--- src/rtl/gms_pkg.sv ---
// ----------------------------------------------------------------------------
// Grouped mode selector package
// Shared item types, codes and controller/datapath interface types.
// ----------------------------------------------------------------------------
package gms_pkg;

    localparam logic [7:0] OFF_CODE = 8'hFF;

    localparam logic [3:0] FUNC_OFF        = 4'd0;
    localparam logic [3:0] FUNC_PREF       = 4'd1;
    localparam logic [3:0] FUNC_TEMP       = 4'd2;
    localparam logic [3:0] FUNC_NUMBER     = 4'd3;
    localparam logic [3:0] FUNC_NEXT       = 4'd4;
    localparam logic [3:0] FUNC_NEXT_GROUP = 4'd5;
    localparam logic [3:0] FUNC_PREV       = 4'd6;
    localparam logic [3:0] FUNC_PREV_GROUP = 4'd7;

    localparam logic [2:0] REG_SKIP  = 3'd0;
    localparam logic [2:0] REG_FIRST = 3'd1;
    localparam logic [2:0] REG_LAST  = 3'd2;
    localparam logic [2:0] REG_PREF  = 3'd3;
    localparam logic [2:0] REG_TEMP  = 3'd4;

    localparam logic [7:0] SKIP_RESET  = 8'd240;
    localparam logic [7:0] FIRST_RESET = 8'd21;
    localparam logic [7:0] LAST_RESET  = 8'd138;

    typedef struct packed {
        logic [3:0] func;
        logic [7:0] mode_number;
    } gms_in_t;

    typedef struct packed {
        logic [7:0] new_mode;
        logic       relay_request;
    } gms_out_t;

    typedef enum logic [3:0] {
        ST_IDLE,
        ST_DECODE,
        ST_STEP_ADV,
        ST_STEP_WALK,
        ST_STEP_CHK,
        ST_STEP_CIRC,
        ST_GRP_ALIGN,
        ST_GRP_HOP,
        ST_GRP_VFIRST,
        ST_GRP_VSCAN,
        ST_GRP_POS,
        ST_COMMIT
    } ctrl_state_t;

    typedef enum logic [4:0] {
        OP_NONE,
        OP_LOAD,
        OP_RES_SIMPLE,
        OP_RES_BOUND,
        OP_RES_N,
        OP_RES_OFF,
        OP_MV,
        OP_BACK,
        OP_INC_K,
        OP_CLR_K,
        OP_MV_INC_K,
        OP_BACK_POS,
        OP_GRP_OOR,
        OP_MV_V,
        OP_V_DEC,
        OP_V_INC,
        OP_MV_POS,
        OP_STEP_INIT,
        OP_COMMIT
    } dp_op_t;

    typedef struct packed {
        dp_op_t op;
    } dp_cmd_t;

    typedef struct packed {
        logic is_step;
        logic is_group;
        logic cur_oor;
        logic bound_off;
        logic edge_fwd;
        logic edge_back;
        logic n_skip;
        logic n_eq_cur;
        logic k_last;
        logic k_full;
        logic v_first;
        logic v_last;
        logic v_skip;
        logic pos_zero;
        logic rsp_free;
    } dp_status_t;

endpackage

--- src/rtl/gms_datapath.sv ---
// ----------------------------------------------------------------------------
// Grouped mode selector datapath
// Holds the mask registers, the mode state, the walk cursors and the result
// register, and carries out one controller command per cycle.
// ----------------------------------------------------------------------------
module gms_datapath
    import gms_pkg::*;
#(
    parameter int MODE_COUNT = 8
)
(
    input  logic       clk,
    input  logic       rst_n,
    input  gms_in_t    req,
    input  logic       cfg_valid,
    output logic       cfg_ready,
    input  logic [2:0] cfg_index,
    input  logic [7:0] cfg_data,
    input  dp_cmd_t    cmd,
    output dp_status_t status,
    output logic       rsp_valid,
    input  logic       rsp_ready,
    output gms_out_t   rsp
);

    localparam int IW    = $clog2(MODE_COUNT);
    localparam int KW    = $clog2(MODE_COUNT + 1);
    localparam int LOW_N = (MODE_COUNT < 8) ? MODE_COUNT : 8;
    localparam logic [IW-1:0] LAST_IDX     = IW'(MODE_COUNT - 1);
    localparam logic [KW-1:0] K_FULL       = KW'(MODE_COUNT);
    localparam logic [KW-1:0] K_LAST       = KW'(MODE_COUNT - 1);
    localparam logic [7:0]    MODE_COUNT_B = 8'(MODE_COUNT);

    logic [7:0]    skip_mask_reg;
    logic [7:0]    first_mask_reg;
    logic [7:0]    last_mask_reg;
    logic [7:0]    pref_mask_reg;
    logic [7:0]    temp_mask_reg;
    logic [7:0]    active_reg;
    logic [7:0]    remembered_reg;
    logic          rsp_valid_reg;
    gms_out_t      rsp_reg;

    logic [3:0]    func_reg;
    logic [7:0]    num_reg;
    logic          fwd_reg;
    logic [IW-1:0] n_reg;
    logic [IW-1:0] v_reg;
    logic [IW-1:0] cur_reg;
    logic [IW-1:0] pos_reg;
    logic [KW-1:0] k_reg;
    logic [7:0]    res_reg;

    logic [MODE_COUNT-1:0] skip_vec;
    logic [MODE_COUNT-1:0] first_vec;
    logic [MODE_COUNT-1:0] last_vec;

    logic [IW-1:0] mv_n;
    logic [IW-1:0] back_n;
    logic          low_found;
    logic [IW-1:0] low_idx;
    logic          high_found;
    logic [IW-1:0] high_idx;
    logic [7:0]    low_b;
    logic [7:0]    high_b;
    logic [7:0]    bound_b;
    logic [7:0]    pref_mk;
    logic [7:0]    temp_mk;
    logic [7:0]    simple_res;
    logic          remember;
    logic          relay;

    function automatic logic [7:0] marker(input logic [7:0] m);
        logic [7:0] r;
        r = OFF_CODE;
        for (int i = LOW_N - 1; i >= 0; i--) begin
            if (m[i]) begin
                r = 8'(i);
            end
        end
        return r;
    endfunction

    for (genvar gi = 0; gi < MODE_COUNT; gi++) begin : g_mode
        if (gi < 8) begin : g_low
            assign skip_vec[gi]  = skip_mask_reg[gi];
            assign first_vec[gi] = (gi == 0) || first_mask_reg[gi];
            assign last_vec[gi]  = (gi == MODE_COUNT - 1) || last_mask_reg[gi];
        end else begin : g_high
            assign skip_vec[gi]  = 1'b0;
            assign first_vec[gi] = 1'b0;
            assign last_vec[gi]  = (gi == MODE_COUNT - 1);
        end
    end

    always_comb
    begin
        if (fwd_reg)
        begin
            mv_n   = (n_reg == LAST_IDX) ? '0 : n_reg + IW'(1);
            back_n = (n_reg == '0) ? LAST_IDX : n_reg - IW'(1);
        end
        else
        begin
            mv_n   = (n_reg == '0) ? LAST_IDX : n_reg - IW'(1);
            back_n = (n_reg == LAST_IDX) ? '0 : n_reg + IW'(1);
        end
    end

    always_comb
    begin
        low_found  = 1'b0;
        low_idx    = '0;
        high_found = 1'b0;
        high_idx   = '0;
        for (int i = LOW_N - 1; i >= 0; i--) begin
            if (!skip_mask_reg[i]) begin
                low_found = 1'b1;
                low_idx   = IW'(i);
            end
        end
        for (int i = 0; i < LOW_N; i++) begin
            if (!skip_mask_reg[i]) begin
                high_found = 1'b1;
                high_idx   = IW'(i);
            end
        end
    end

    assign low_b   = low_found ? 8'(low_idx) : ((MODE_COUNT > 8) ? 8'd8 : OFF_CODE);
    assign high_b  = (MODE_COUNT > 8) ? 8'(LAST_IDX) :
                     (high_found ? 8'(high_idx) : OFF_CODE);
    assign bound_b = fwd_reg ? low_b : high_b;
    assign pref_mk = marker(pref_mask_reg);
    assign temp_mk = marker(temp_mask_reg);

    always_comb
    begin
        unique case (func_reg)
            FUNC_OFF:    simple_res = OFF_CODE;
            FUNC_PREF:   simple_res = (active_reg == pref_mk) ? OFF_CODE : pref_mk;
            FUNC_TEMP:   simple_res = (active_reg == temp_mk) ? remembered_reg : temp_mk;
            FUNC_NUMBER: simple_res = (num_reg >= MODE_COUNT_B) ? OFF_CODE : num_reg;
            default:     simple_res = active_reg;
        endcase
    end

    assign relay    = (func_reg != FUNC_TEMP);
    assign remember = (func_reg <= FUNC_PREV_GROUP) && (func_reg != FUNC_TEMP);

    assign status.is_step   = (func_reg == FUNC_NEXT) || (func_reg == FUNC_PREV);
    assign status.is_group  = (func_reg == FUNC_NEXT_GROUP) || (func_reg == FUNC_PREV_GROUP);
    assign status.cur_oor   = (active_reg >= MODE_COUNT_B);
    assign status.bound_off = (bound_b == OFF_CODE);
    assign status.edge_fwd  = fwd_reg ? last_vec[n_reg] : first_vec[n_reg];
    assign status.edge_back = fwd_reg ? first_vec[n_reg] : last_vec[n_reg];
    assign status.n_skip    = skip_vec[n_reg];
    assign status.n_eq_cur  = (n_reg == cur_reg);
    assign status.k_last    = (k_reg == K_LAST);
    assign status.k_full    = (k_reg == K_FULL);
    assign status.v_first   = first_vec[v_reg];
    assign status.v_last    = last_vec[v_reg];
    assign status.v_skip    = skip_vec[v_reg];
    assign status.pos_zero  = (pos_reg == '0);
    assign status.rsp_free  = !rsp_valid_reg || rsp_ready;

    always_ff @(posedge clk or negedge rst_n)
    begin
        if (!rst_n)
        begin
            skip_mask_reg  <= SKIP_RESET;
            first_mask_reg <= FIRST_RESET;
            last_mask_reg  <= LAST_RESET;
            pref_mask_reg  <= 8'd0;
            temp_mask_reg  <= 8'd0;
            active_reg     <= OFF_CODE;
            remembered_reg <= OFF_CODE;
            rsp_valid_reg  <= 1'b0;
        end
        else
        begin
            if (cfg_valid)
            begin
                unique case (cfg_index)
                    REG_SKIP:  skip_mask_reg  <= cfg_data;
                    REG_FIRST: first_mask_reg <= cfg_data;
                    REG_LAST:  last_mask_reg  <= cfg_data;
                    REG_PREF:  pref_mask_reg  <= cfg_data;
                    REG_TEMP:  temp_mask_reg  <= cfg_data;
                    default:   ;
                endcase
            end
            if (cmd.op == OP_COMMIT)
            begin
                active_reg    <= res_reg;
                rsp_valid_reg <= 1'b1;
                if (remember)
                begin
                    remembered_reg <= res_reg;
                end
            end
            else if (rsp_ready)
            begin
                rsp_valid_reg <= 1'b0;
            end
        end
    end

    always_ff @(posedge clk)
    begin
        unique case (cmd.op)
            OP_LOAD:
            begin
                func_reg <= req.func;
                num_reg  <= req.mode_number;
                fwd_reg  <= !((req.func == FUNC_PREV) || (req.func == FUNC_PREV_GROUP));
                n_reg    <= active_reg[IW-1:0];
                cur_reg  <= active_reg[IW-1:0];
                k_reg    <= '0;
                pos_reg  <= '0;
            end
            OP_RES_SIMPLE: res_reg <= simple_res;
            OP_RES_BOUND:  res_reg <= bound_b;
            OP_RES_N:      res_reg <= 8'(n_reg);
            OP_RES_OFF:    res_reg <= OFF_CODE;
            OP_MV:         n_reg <= mv_n;
            OP_BACK:       n_reg <= back_n;
            OP_INC_K:      k_reg <= k_reg + KW'(1);
            OP_CLR_K:      k_reg <= '0;
            OP_MV_INC_K:
            begin
                n_reg <= mv_n;
                k_reg <= k_reg + KW'(1);
            end
            OP_BACK_POS:
            begin
                n_reg   <= back_n;
                pos_reg <= pos_reg + IW'(1);
            end
            OP_GRP_OOR:
            begin
                n_reg   <= bound_b[IW-1:0];
                pos_reg <= fwd_reg ? bound_b[IW-1:0] : '0;
                k_reg   <= '0;
            end
            OP_MV_V:
            begin
                n_reg <= mv_n;
                v_reg <= mv_n;
            end
            OP_V_DEC:      v_reg <= v_reg - IW'(1);
            OP_V_INC:      v_reg <= v_reg + IW'(1);
            OP_MV_POS:
            begin
                n_reg   <= mv_n;
                pos_reg <= pos_reg - IW'(1);
            end
            OP_STEP_INIT:
            begin
                cur_reg <= n_reg;
                k_reg   <= '0;
            end
            OP_COMMIT:
            begin
                rsp_reg.new_mode      <= res_reg;
                rsp_reg.relay_request <= relay;
            end
            default: ;
        endcase
    end

    assign cfg_ready = 1'b1;
    assign rsp_valid = rsp_valid_reg;
    assign rsp       = rsp_reg;

endmodule

--- src/rtl/gms_ctrl.sv ---
// ----------------------------------------------------------------------------
// Grouped mode selector controller
// Sequences the mode walks and issues one datapath command per cycle.
// ----------------------------------------------------------------------------
module gms_ctrl
    import gms_pkg::*;
(
    input  logic       clk,
    input  logic       rst_n,
    input  logic       req_valid,
    output logic       req_ready,
    input  dp_status_t status,
    output dp_cmd_t    cmd
);

    ctrl_state_t state_reg;
    ctrl_state_t state_next;

    always_ff @(posedge clk or negedge rst_n)
    begin
        if (!rst_n)
        begin
            state_reg <= ST_IDLE;
        end
        else
        begin
            state_reg <= state_next;
        end
    end

    always_comb
    begin
        state_next = state_reg;
        unique case (state_reg)
            ST_IDLE:
            begin
                if (req_valid)
                begin
                    state_next = ST_DECODE;
                end
            end
            ST_DECODE:
            begin
                if (status.is_step)
                begin
                    state_next = status.cur_oor ? ST_COMMIT : ST_STEP_ADV;
                end
                else if (status.is_group)
                begin
                    if (!status.cur_oor)
                    begin
                        state_next = ST_GRP_ALIGN;
                    end
                    else
                    begin
                        state_next = status.bound_off ? ST_COMMIT : ST_GRP_HOP;
                    end
                end
                else
                begin
                    state_next = ST_COMMIT;
                end
            end
            ST_STEP_ADV:
            begin
                state_next = status.edge_fwd ? ST_STEP_WALK : ST_STEP_CHK;
            end
            ST_STEP_WALK:
            begin
                if (status.edge_back)
                begin
                    state_next = ST_STEP_CHK;
                end
            end
            ST_STEP_CHK:
            begin
                if (!status.n_skip)
                begin
                    state_next = ST_COMMIT;
                end
                else if (status.n_eq_cur || status.k_last)
                begin
                    state_next = ST_STEP_CIRC;
                end
                else
                begin
                    state_next = ST_STEP_ADV;
                end
            end
            ST_STEP_CIRC:
            begin
                if (status.k_full || !status.n_skip)
                begin
                    state_next = ST_COMMIT;
                end
            end
            ST_GRP_ALIGN:
            begin
                if (status.edge_back)
                begin
                    state_next = ST_GRP_HOP;
                end
            end
            ST_GRP_HOP:
            begin
                if (status.edge_fwd)
                begin
                    state_next = ST_GRP_VFIRST;
                end
            end
            ST_GRP_VFIRST:
            begin
                if (status.v_first)
                begin
                    state_next = ST_GRP_VSCAN;
                end
            end
            ST_GRP_VSCAN:
            begin
                if (!status.v_skip)
                begin
                    state_next = ST_GRP_POS;
                end
                else if (status.v_last)
                begin
                    state_next = status.k_full ? ST_COMMIT : ST_GRP_HOP;
                end
            end
            ST_GRP_POS:
            begin
                if (status.pos_zero || status.edge_fwd)
                begin
                    state_next = status.n_skip ? ST_STEP_ADV : ST_COMMIT;
                end
            end
            ST_COMMIT:
            begin
                if (status.rsp_free)
                begin
                    state_next = ST_IDLE;
                end
            end
            default: state_next = ST_IDLE;
        endcase
    end

    always_comb
    begin
        cmd.op    = OP_NONE;
        req_ready = 1'b0;
        unique case (state_reg)
            ST_IDLE:
            begin
                req_ready = 1'b1;
                if (req_valid)
                begin
                    cmd.op = OP_LOAD;
                end
            end
            ST_DECODE:
            begin
                if (status.is_step)
                begin
                    if (status.cur_oor)
                    begin
                        cmd.op = OP_RES_BOUND;
                    end
                end
                else if (status.is_group)
                begin
                    if (status.cur_oor)
                    begin
                        cmd.op = status.bound_off ? OP_RES_BOUND : OP_GRP_OOR;
                    end
                end
                else
                begin
                    cmd.op = OP_RES_SIMPLE;
                end
            end
            ST_STEP_ADV:
            begin
                if (!status.edge_fwd)
                begin
                    cmd.op = OP_MV;
                end
            end
            ST_STEP_WALK:
            begin
                if (!status.edge_back)
                begin
                    cmd.op = OP_BACK;
                end
            end
            ST_STEP_CHK:
            begin
                if (!status.n_skip)
                begin
                    cmd.op = OP_RES_N;
                end
                else if (status.n_eq_cur || status.k_last)
                begin
                    cmd.op = OP_CLR_K;
                end
                else
                begin
                    cmd.op = OP_INC_K;
                end
            end
            ST_STEP_CIRC:
            begin
                if (status.k_full)
                begin
                    cmd.op = OP_RES_OFF;
                end
                else if (!status.n_skip)
                begin
                    cmd.op = OP_RES_N;
                end
                else
                begin
                    cmd.op = OP_MV_INC_K;
                end
            end
            ST_GRP_ALIGN:
            begin
                if (!status.edge_back)
                begin
                    cmd.op = OP_BACK_POS;
                end
            end
            ST_GRP_HOP:
            begin
                cmd.op = status.edge_fwd ? OP_MV_V : OP_MV;
            end
            ST_GRP_VFIRST:
            begin
                if (!status.v_first)
                begin
                    cmd.op = OP_V_DEC;
                end
            end
            ST_GRP_VSCAN:
            begin
                if (status.v_skip)
                begin
                    if (status.v_last)
                    begin
                        cmd.op = status.k_full ? OP_RES_BOUND : OP_INC_K;
                    end
                    else
                    begin
                        cmd.op = OP_V_INC;
                    end
                end
            end
            ST_GRP_POS:
            begin
                if (status.pos_zero || status.edge_fwd)
                begin
                    cmd.op = status.n_skip ? OP_STEP_INIT : OP_RES_N;
                end
                else
                begin
                    cmd.op = OP_MV_POS;
                end
            end
            ST_COMMIT:
            begin
                if (status.rsp_free)
                begin
                    cmd.op = OP_COMMIT;
                end
            end
            default: cmd.op = OP_NONE;
        endcase
    end

endmodule

--- src/rtl/grouped_mode_selector_unit.sv ---
// ----------------------------------------------------------------------------
// Grouped mode selector unit
// Tracks the active and remembered operating mode and applies button events.
// ----------------------------------------------------------------------------
// An event item enters on the req channel (valid/ready) and produces exactly
// one result item on the rsp channel: the new mode (255 means off) and the
// relay flag. The cfg channel writes the skip, first, last, preferred and
// temporary mode masks by index; it is always ready.
// Off, preferred, temporary, set-by-number and unused events go from
// acceptance through a decode state and a commit state to a valid result.
// Stepping and group jumps walk the mode table in the controller loop, so
// their latency grows with the group layout.
// One event is in work at a time; the next event is accepted as soon as the
// previous result sits in the output register, even if it is not yet taken.
// If the receiver stalls, the held result blocks only the next commit.
// Reset restores the mask defaults and sets both modes to off.
// ----------------------------------------------------------------------------
module grouped_mode_selector_unit
    import gms_pkg::*;
#(
    parameter int MODE_COUNT = 8
)
(
    input  logic       clk,
    input  logic       rst_n,
    input  logic       req_valid,
    output logic       req_ready,
    input  gms_in_t    req,
    output logic       rsp_valid,
    input  logic       rsp_ready,
    output gms_out_t   rsp,
    input  logic       cfg_valid,
    output logic       cfg_ready,
    input  logic [2:0] cfg_index,
    input  logic [7:0] cfg_data
);

    dp_cmd_t    cmd;
    dp_status_t status;

    gms_ctrl u_ctrl (
        .clk       (clk),
        .rst_n     (rst_n),
        .req_valid (req_valid),
        .req_ready (req_ready),
        .status    (status),
        .cmd       (cmd)
    );

    gms_datapath #(
        .MODE_COUNT (MODE_COUNT)
    ) u_datapath (
        .clk       (clk),
        .rst_n     (rst_n),
        .req       (req),
        .cfg_valid (cfg_valid),
        .cfg_ready (cfg_ready),
        .cfg_index (cfg_index),
        .cfg_data  (cfg_data),
        .cmd       (cmd),
        .status    (status),
        .rsp_valid (rsp_valid),
        .rsp_ready (rsp_ready),
        .rsp       (rsp)
    );

endmodule
--- config.mk ---
export PLATFORM = sky130hd
export DESIGN_NAME = grouped_mode_selector_unit
export DESIGN_NICKNAME = d
export VERILOG_FILES = /design/src/rtl/gms_pkg.sv /design/src/rtl/gms_datapath.sv /design/src/rtl/gms_ctrl.sv /design/src/rtl/grouped_mode_selector_unit.sv
export SDC_FILE = /design/constraint.sdc
export NUM_CORES = 1
export LEC_CHECK = 0
export BUFFER_PORTS_ARGS = -buffer_cell sky130_fd_sc_hd__buf_2
export CAP_MARGIN = 20
export CORE_MARGIN = 5
export CORE_UTILIZATION = 45
export CTS_CLUSTER_DIAMETER = 60
export DETAILED_ROUTE_END_ITERATION = 8
export SLEW_MARGIN = 10
export SYNTH_ARGS = -nofsm -noshare
export SYNTH_HDL_FRONTEND = slang
export SYNTH_SLANG_ARGS = --single-unit
export TNS_END_PERCENT = 1
--- constraint.sdc ---
create_clock -name clk -period 4.45 [get_ports clk]
set_input_delay 0.445 -clock clk [delete_from_list [all_inputs] [get_ports clk]]
set_output_delay 0.445 -clock clk [all_outputs]
set_load 0.02 [all_outputs]
==> results of run 1 <==
[Yosys cell counts, types with 10 or more instances]
cell type,count
mux2_2,58
nor2_1,51
edfxtp_1,46
nand2_1,38
dfrtp_1,35
o21ai_0,29
dfstp_2,24
inv_1,20
nor3_1,20
clkbuf_1,17
nand2b_1,15
a21oi_1,14
nand3_1,13
nor2b_1,13
a221oi_1,11
mux2i_1,11
o31ai_1,11
nor4_1,10
[metrics by stage]
stage / instances / hold WS, ps / setup slack, ps
5_1_grt: 805 / 250 / 740
3_3_place_gp: 787 / 478 / 1020
6_report: 805 / 229 / 882
2_1_floorplan: 587 / 149 / 837
3_5_place_dp: 787 / 476 / 899
4_1_cts: 803 / 252 / 888
[final cells by class]
cell class,count,area [um^2]
fillers,1252,6800
multi-input cells,432,3190
flip-flops and latches,105,2890
repair buffers,51,283
clock buffers,11,254
well taps,180,225
inverters,21,78.8
clock inverters,5,57.6
[layer usage]
layer | vias to the layer above | routed length (um) | GRT usage
met5 | - | 0 | 0
met3 | 15 | 876 | 0.0383
met2 | 146 | 7860 | 0.328
li1 | 2288 | - | -
met4 | 0 | 231 | 0.0537
met1 | 2370 | 7250 | 0.282
[worst max path at each step]
stage,startpoint,to,slack [ps],depth (start not counted)
finish,u_datapath.n_reg[2]$_DFFE_PP_,u_datapath.k_reg[0]$_SDFFCE_PP0P_,880,9
global route,u_datapath.n_reg[0]$_DFFE_PP_,u_datapath.k_reg[2]$_SDFFCE_PP0P_,740,9
CTS,u_datapath.n_reg[2]$_DFFE_PP_,u_datapath.k_reg[0]$_SDFFCE_PP0P_,890,9
detailed placement,u_datapath.n_reg[0]$_DFFE_PP_,u_datapath.k_reg[2]$_SDFFCE_PP0P_,900,9
global placement,u_datapath.n_reg[2]$_DFFE_PP_,u_datapath.k_reg[1]$_SDFFCE_PP0P_,1020,9
floorplan,u_datapath.v_reg[0]$_DFFE_PP_,u_datapath.k_reg[0]$_SDFFCE_PP0P_,840,9
[worst register-to-register path: stages (launching register included)]
cell and delay (ps):
edfxtp_1 510, mux2_1 360, mux4_2 540, or3_4 370, and4_4 180, a2111o_4 400, nor4b_1 160, buf_4 160
or3_1 380, a21o_1 250
[kinds of logic after synthesis]
kind of cell | count (synthesis)
AND/OR/NAND/NOR | 205
AO/OA/AOI/OAI | 126
flip-flops | 105
multiplexers | 78
buffers and inverters | 50
XOR/XNOR | 14
adder cells (fa/ha/maj) | 8
other | 1
[report_power, final]
| part | total [mW] | leakage, nW | switching, mW | internal, mW |
|---|---|---|---|---|
| logic | 2.24 | 1.44 | 1.31 | 0.934 |
| clock network | 0.843 | 0.155 | 0.370 | 0.473 |
| registers | 1.87 | 1.10 | 0.349 | 1.52 |
| total | 4.95 | 2.70 | 2.02 | 2.93 |
==> results.md, run 1 <==
* Status: finished clean
* Setup CP Type: register to register
* Max-slew violation count at 0
* Peak supply drop at 0.000327 V
* Commonest non-fill, non-tap cells in the layout: mux2_2, nor2_1, edfxtp_1
* Via count at 4,819
* Post-route clock period utilization at 0.802
* Number of synthesized flops with an enable pin at 46
* Critical Path Fanout Max at 7
* DP HPWL at 12,200 um
* Die W at 128 um
* GRT Total Usage at 0.203
* Clock Skews at 7.64 ps
* LEAKAGE at 2.70 nW
* Overall die height at 128 um
* Top delay family on crit path: simple AND/OR/NAND/NOR gates
* Hold buffers post-CTS at 0
* Worst Tran Pin Value at 829 ps
* DR vias/cell at 5.99
* Sequential share of the synthesized area at 0.459
* Number of flip-flops in the largest register at 9
* Main combinational cell family by area after synthesis: simple AND/OR/NAND/NOR gates
* Worst Path Arrival at 3670 ps
* Post-synthesis adder-cell area fraction at 0.0183
* Fmax at 280 MHz
* Yosys reg bits at 105
* Synth Area in Compound Gates at 0.144
* Cell area power density at 710 nW/um^2
* Primary FF master, synth: edfxtp_1
* HP Class: input port to asynchronous set/reset pin
* H-tree Lvls at 3
* Required time of the critical path at 4550 ps
* Post-Synth XOR/XNOR Area at 0.0195
* Num rows at 43
* Share of cells above drive strength 1 at 0.269
* Final hold violations at 0
* Setup tns final at 0 ps
* Total power at 4.95 mW
* Initial antenna violation count at 0
* Max Buffers Root-to-Sink at 2
* Worst-path cell chain: mux2_1 -> mux4_2 -> or3_4 -> and4_4 -> a2111o_4 -> nor4b_1 -> buf_4 -> or3_1 -> a21o_1
* Average wire per standard cell at 20.1 um
* Biggest area consumer among synthesized cells: edfxtp_1
* Slew headroom at 0.442
* Largest cells by area after synthesis: edfxtp_1, dfrtp_1, mux2_2, dfstp_2, nor2_1
* Most common cell after layout, fill and taps aside: mux2_2
* GPL Wtd Cong at 1.00
* Core ar. at 13,800 um^2
* DRC at 0
* Netlist cell types at 78
* Post-CTS setup repair buffer count at 0
* Element type at the critical path end: register
* # IOs at 40
* Reg2reg end: u_datapath.k_reg[0]$_SDFFCE_PP0P_
* Largest net degree at the start of global routing at 60
* Finished Cell Area at 6980 um^2
* Mapped Area at 6290 um^2
* 1st-pass router iterations at 5
* P&R area growth vs syn at 10.9%
* Clk root buf: clkbuf_16
* Antenna Nets Post-Route at 0
* Critical path launch point type: register
* CTS tree: yes
* Total gr overflow at 0
* Die area at 16,500 um^2
* Maxcap violations at 0
* Yosys warns at 0
* CTS buffer count at 9
* Area fraction of the dominant cell type after synthesis at 0.219
* Post-synth ARST share at 0.562
* Worst path slowest cell: mux4_2
* Post-CTS Resized at 0
* Final setup fails at 0
* Final nets at 656
* Ant. Diodes at 0
* 1st-iter DRT viols at 377
* CP peak stage delay at 540 ps
* Worst-case reg-to-reg path depth at 9
* Simple-Gate Fraction of Synth Area at 0.178
* Post-synthesis mux area share at 0.147
* Buf/Inv on CP at 1
* Synth Instances at 587
* Synthesized area per cell at 10.7 um^2
* WL final at 16,200 um
* Global-route wire length before repair at 25,900 um
* Initial core utilization at 0.457
* Port bufs at 38
* Number of global-route vias before repair at 4,672
* Final min period at 3570 ps
* Unrepaired setup endpoints after global routing: no
* Total clock sinks at 105
* Post-synthesis net count at 623
* Clock Latency Late Sink at 360 ps
* Reg2reg setup slack at 880 ps
* Worst r2r src: u_datapath.n_reg[2]$_DFFE_PP_
* Util after Layout at 0.507
* Area post-placement at 6660 um^2
* Clock-pin slew on the worst setup and hold paths at 70 ps
No activity file was read; power rests on OpenSTA's default activity.
==> run 2, diff against run 1 <==
clock period = 3.63 ns   (was 4.45 ns; I/O delays follow)
==> run 2 against run 1 <==
Total power increased by 22%. Highest routed layer unchanged. Utilization increased by 0.55 points. Clock-buffer cell count grew 2.
==> results.md, run 2 (same netlist as run 1, synthesis figures left out) <==
* Final nets at 669 (+2.0%)
* Post-CTS Resized at 0 (unchanged)
* Num rows at 43 (unchanged)
* Fmax at 288 MHz (+2.9%)
* Fill cells at 1,309 (+4.6%)
* DR vias/cell at 5.95 (-0.57%)
* Antenna Nets Post-Route at 0 (unchanged)
* Clock Latency Late Sink at 360 ps (about the same)
* Unrepaired setup endpoints after global routing: no
* GPL Wtd Cong at 0.933 (-6.7%)
* Largest net degree at the start of global routing at 38 (-37%)
* Setup CP Type: register to register
* Setup tns final at 0 ps (unchanged)
* WL final at 16,300 um (+0.46%)
* # IOs at 40 (unchanged)
* DP Worst Slack at 189 ps (-710 ps)
* Clock Skews at 10.9 ps (+3.30 ps)
* Sequential cell area at 2890 um^2 (unchanged)
* Required time of the critical path at 3710 ps (-840 ps)
* GRT Total Usage at 0.206 (+0.00282)
* Final setup fails at 0 (unchanged)
* Clock-pin slew on the worst setup and hold paths at 70 ps (about the same)
* Share of cells above drive strength 1 at 0.284 (+0.0149)
* Worst Path Arrival at 3550 ps (-120 ps)
* Core ar. at 13,800 um^2 (unchanged)
* Critical Path Fanout Max at 8 (+1)
* Final hold violations at 0 (unchanged)
* Most common cell after layout, fill and taps aside: mux2_2
* Slew headroom at 0.424 (-0.0180)
* Overall die height at 128 um (unchanged)
* Hold buffers post-CTS at 0 (unchanged)
* P&R area growth vs syn at 12.1%
* DP HPWL at 12,600 um (+3.1%)
* Element type at the critical path end: register
* Total clock sinks at 105 (unchanged)
* Critical path launch point type: register
* Cell area power density at 855 nW/um^2 (+21%)
* Global-route wire length before repair at 26,100 um (+0.80%)
* DRC at 0 (unchanged)
* LEAKAGE at 2.75 nW (+2.0%)
* Initial core utilization at 0.457 (unchanged)
* 1st-pass router iterations at 5 (unchanged)
* Clk root buf: clkbuf_16
* Number of flip-flops in the largest register at 9 (unchanged)
* Die area at 16,500 um^2 (unchanged)
* 1st-iter DRT viols at 423 (+12%)
* Post-route clock period utilization at 0.956 (+0.154)
* Initial antenna violation count at 0 (unchanged)
* Die W at 128 um (unchanged)
* CTS buffer count at 9 (unchanged)
* Peak supply drop at 0.000353 V (+8.0%)
* Average wire per standard cell at 19.9 um (-1.1%)
* Worst hold slack at 120 ps (-108 ps)
* Number of global-route vias before repair at 4,786 (+2.4%)
* Port bufs at 38 (unchanged)
* Status: finished clean
* Maxcap violations at 0 (unchanged)
* Final min period at 3470 ps (-99.7 ps)
* Ant. Diodes at 0 (unchanged)
* Setup ws final at 162 ps (-720 ps)
* Max Buffers Root-to-Sink at 2 (unchanged)
* Worst Tran Pin Value at 864 ps (+34.7 ps)
* Footprint of the multi-input gates at 3200 um^2 (+0.20%)
* HP Class: input port to asynchronous set/reset pin
* Max-slew violation count at 0 (unchanged)
* Post-CTS setup repair buffer count at 0 (unchanged)
* CTS tree: yes
* Commonest non-fill, non-tap cells in the layout: mux2_2, nor2_1, edfxtp_1
* Via count at 4,869 (+1.0%)
* H-tree Lvls at 3 (unchanged)
* Total gr overflow at 0 (unchanged)
-- run 2: cell type report --
cell class / instances / area share
Clock buffer: 13 / 0.0369
Clock inverter: 3 / 0.00302
Inverter: 21 / 0.0112
Multi-Input combinational cell: 432 / 0.453
Sequential cell: 105 / 0.409
Tap cell: 180 / 0.0319
Timing Repair Buffer: 64 / 0.0543
-- run 2: routing by layer --
metal / wire (um) / global-route usage
met3: 794 / 0.0417
met5: 0 / 0
met2: 7870 / 0.340
met1: 7320 / 0.274
met4: 311 / 0.0618
-- run 2: final timing paths --
path                                                             to  cells after the start                            start  slack [ps]
max reg2reg                         u_datapath.res_reg[4]$_DFFE_PP_                      8    u_datapath.n_reg[2]$_DFFE_PP_         160
min in group clk                    u_datapath.num_reg[2]$_DFFE_PP_                      1                           req[2]         180
min reg2reg                             u_datapath.rsp[8]$_DFFE_PP_                      0  u_datapath.res_reg[7]$_DFFE_PP_         490
max in group asynchronous  u_datapath.remembered_reg[3]$_DFFE_PN1P_                      2                            rst_n        2610
max                                 u_datapath.res_reg[4]$_DFFE_PP_                      8    u_datapath.n_reg[2]$_DFFE_PP_         160
min                         u_datapath.last_mask_reg[6]$_DFFE_PN0P_                      1                            rst_n         120
-- run 2: worst max-delay path, cell delays in order (launching register included) --
cell and delay [ps]:
edfxtp_1 520, mux2_4 350, mux4_2 550, or3_4 360, and4_4 180, a2111o_4 400
nor4b_4 380, or2_1 320, o31ai_1 130
-- run 2: report_power, final --
part | internal [mW] | total [mW] | switching, mW | leakage (nW)
Combinational | 1.21 | 2.80 | 1.59 | 1.51
Sequential | 1.86 | 2.30 | 0.436 | 1.10
Clock | 0.507 | 0.940 | 0.433 | 0.141
-- run 2: through the flow --
step,power (mW),area (um^2),std cells,util
floorplan,4.26,6290,587,-
global placement,5.01,6760,801,0.491
detailed placement,5.06,6760,801,0.491
CTS,6.04,7040,817,0.511
global route,6.44,7050,818,0.512
finish,6.03,7050,818,0.512
==> run 3, diff against run 2 <==
ABC_CLOCK_PERIOD_IN_PS = 3630   (was not set)
CTS_BUF_LIST = sky130_fd_sc_hd__clkbuf_8   (was not set)
==> run 3 against run 2 <==
Utilization fell by 0.74 points. Critical endpoint unchanged. Setup slack improved by 10 ps. Fmax is 0.30% higher. Routed wire length decreased by 0.20%. Sequential power is essentially flat.
==> results.md, run 3 (same netlist as run 1, synthesis figures left out) <==
* LEAKAGE at 2.72 nW (-1.4%)
* Pint at 3.35 mW (-6.3%)
* Fmax at 289 MHz (+0.30%)
* Share of cells above drive strength 1 at 0.284 (unchanged)
* DR vias/cell at 5.96 (about the same)
* Top delay family on crit path: simple AND/OR/NAND/NOR gates
* Max Buffers Root-to-Sink at 2 (unchanged)
* Post-CTS setup repair buffer count at 0 (unchanged)
* Via count at 4,873 (+0.082%)
* Finished Cell Area at 6950 um^2 (-1.4%)
* Worst Tran Pin Value at 854 ps (-9.74 ps)
* Most common cell after layout, fill and taps aside: mux2_2
* Sequential power share at 0.397 (+0.016)
* Core ar. at 13,800 um^2 (unchanged)
* Setup ws final at 172 ps (+10.3 ps)
* Setup tns final at 0 ps (unchanged)
* P_sw at 2.42 mW (-1.4%)
* Clock-pin slew on the worst setup and hold paths at 100 ps (+30 ps)
* Ant. Diodes at 0 (unchanged)
* GRT Total Usage at 0.204 (-0.00201)
* Average wire per standard cell at 19.9 um (-0.20%)
* Critical path launch point type: register
* Comb power frac at 0.484 (+0.021)
* GPL Wtd Cong at 0.933 (unchanged)
* Unrepaired setup endpoints after global routing: no
* Die W at 128 um (unchanged)
* Port bufs at 38 (unchanged)
* CTS tree: yes
* DP HPWL at 12,600 um (unchanged)
* Clock Skews at 18.4 ps (+7.42 ps)
* 1st-pass router iterations at 5 (unchanged)
* Clk root buf: clkbuf_8
* Number of global-route vias before repair at 4,789 (+0.063%)
* Peak supply drop at 0.000394 V (+12%)
* Area post-placement at 6760 um^2 (unchanged)
* Final setup fails at 0 (unchanged)
* Total clock sinks at 105 (unchanged)
* Setup CP Type: register to register
* Worst Path Arrival at 3570 ps (+20 ps)
* Sequential cell area at 2890 um^2 (unchanged)
* Total gr overflow at 0 (unchanged)
* Worst r2r src: u_datapath.n_reg[2]$_DFFE_PP_
* Worst-path cell chain: mux2_4 -> mux4_2 -> or3_4 -> and4_4 -> a2111o_4 -> nor4b_4 -> or2_1 -> o31ai_1
* Clock Latency Late Sink at 380 ps (+20 ps)
* Element type at the critical path end: register
* Die area at 16,500 um^2 (unchanged)
* WL final at 16,300 um (-0.20%)
* H-tree Lvls at 3 (unchanged)
* Antenna Nets Post-Route at 0 (unchanged)
* Worst-case reg-to-reg path depth at 8 (unchanged)
* Initial core utilization at 0.457 (unchanged)
* # IOs at 40 (unchanged)
* Reg2reg setup slack at 170 ps (about the same)
* Required time of the critical path at 3740 ps (+30 ps)
* Overall die height at 128 um (unchanged)
* Final hold violations at 0 (unchanged)
* Buf/Inv on CP at 0 (unchanged)
* Slew headroom at 0.431 (+0.00649)
* Post-route clock period utilization at 0.953 (-0.00284)
* 1st-iter DRT viols at 431 (+1.9%)
* Switch share at 0.420 (+0.0123)
* DRC at 0 (unchanged)
* Number of flip-flops in the largest register at 9 (unchanged)
* DP Worst Slack at 189 ps (unchanged)
* CP peak stage delay at 550 ps (about the same)
* Global-route wire length before repair at 26,000 um (-0.45%)
* Largest net degree at the start of global routing at 38 (unchanged)
* Maxcap violations at 0 (unchanged)
* Status: finished clean
* Footprint of the multi-input gates at 3200 um^2 (unchanged)
* Num rows at 43 (unchanged)
* Final nets at 669 (unchanged)
* Final min period at 3460 ps (-10.3 ps)
* P&R area growth vs syn at 10.5%
* Commonest non-fill, non-tap cells in the layout: mux2_2, nor2_1, edfxtp_1
* Reg2reg end: u_datapath.res_reg[4]$_DFFE_PP_
* Worst path slowest cell: mux4_2
* Clock Power Share at 0.119 (-0.037)
* CTS buffer count at 9 (unchanged)
* Fill cells at 1,322 (+0.99%)
* Cell area power density at 831 nW/um^2 (-2.9%)
* Initial antenna violation count at 0 (unchanged)
* Critical Path Fanout Max at 8 (unchanged)
* HP Class: input port to asynchronous set/reset pin
* Max-slew violation count at 0 (unchanged)
## run 3: cell types whose count changed in the layout (fill, tap and decap cells not counted), sizes merged
cell and change:
clkbuf -2, inv +2
## run 3: worst max path at each step
stage                                             start                                end  slack [ps]  depth (start not counted)
after detailed placement  u_datapath.n_reg[2]$_DFFE_PP_    u_datapath.res_reg[0]$_DFFE_PP_         190                          8
after floorplan           u_datapath.v_reg[0]$_DFFE_PP_  u_datapath.k_reg[0]$_SDFFCE_PP0P_          20                          9
after global placement    u_datapath.n_reg[2]$_DFFE_PP_    u_datapath.res_reg[0]$_DFFE_PP_         260                          8
after CTS                 u_datapath.n_reg[2]$_DFFE_PP_    u_datapath.res_reg[4]$_DFFE_PP_         160                          8
final                     u_datapath.n_reg[2]$_DFFE_PP_    u_datapath.res_reg[4]$_DFFE_PP_         170                          8
after global routing      u_datapath.n_reg[2]$_DFFE_PP_    u_datapath.res_reg[6]$_DFFE_PP_          30                          8
## run 3: final cells by class
| cell class | instances | area share |
|---|---|---|
| well taps | 180 | 0.0324 |
| inverters | 21 | 0.0113 |
| clock inverters | 5 | 0.00414 |
| multi-input cells | 432 | 0.460 |
| clock buffers | 11 | 0.0218 |
| repair buffers | 64 | 0.0551 |
| flip-flops and latches | 105 | 0.415 |
## run 3: worst register-to-register path: cells and delay by family, from the launching register on
kind / cells / cell delay, ps
AND/OR/NAND/NOR: 4 / 1240
AO/OA/AOI/OAI: 2 / 530
multiplexers: 2 / 890
flip-flops: 1 / 530
## run 3: through the flow
step	cells	util	total power, mW	hold slack, ps
after floorplan	587	-	4.26	67.4
after global placement	801	0.491	5.01	472
after detailed placement	801	0.491	5.06	476
after CTS	817	0.504	5.77	96.8
after global routing	818	0.505	6.18	129
final	818	0.505	5.78	83.3
## run 3: power by group through the flow
stage | logic (mW) | clock network [mW] | registers (mW)
after floorplan | 2.15 | 0 | 2.11
after global placement | 2.71 | 0 | 2.29
after detailed placement | 2.75 | 0 | 2.31
after CTS | 2.77 | 0.710 | 2.29
after global routing | 3.07 | 0.760 | 2.36
final | 2.80 | 0.686 | 2.29
## run 3: timing repair
action / in CTS / in global routing
endpoints found under the setup margin: 0 / 7
hold buffers: 0 / 0
resized for setup: 0 / 1
## run 3: layer usage
metal  up-vias  global-route usage  wire (um)
li1       2316                   -          -
met4         0              0.0649        346
met5         -                   0          0
met3        27              0.0375        866
met1      2359               0.274       7230
met2       171               0.335       7820
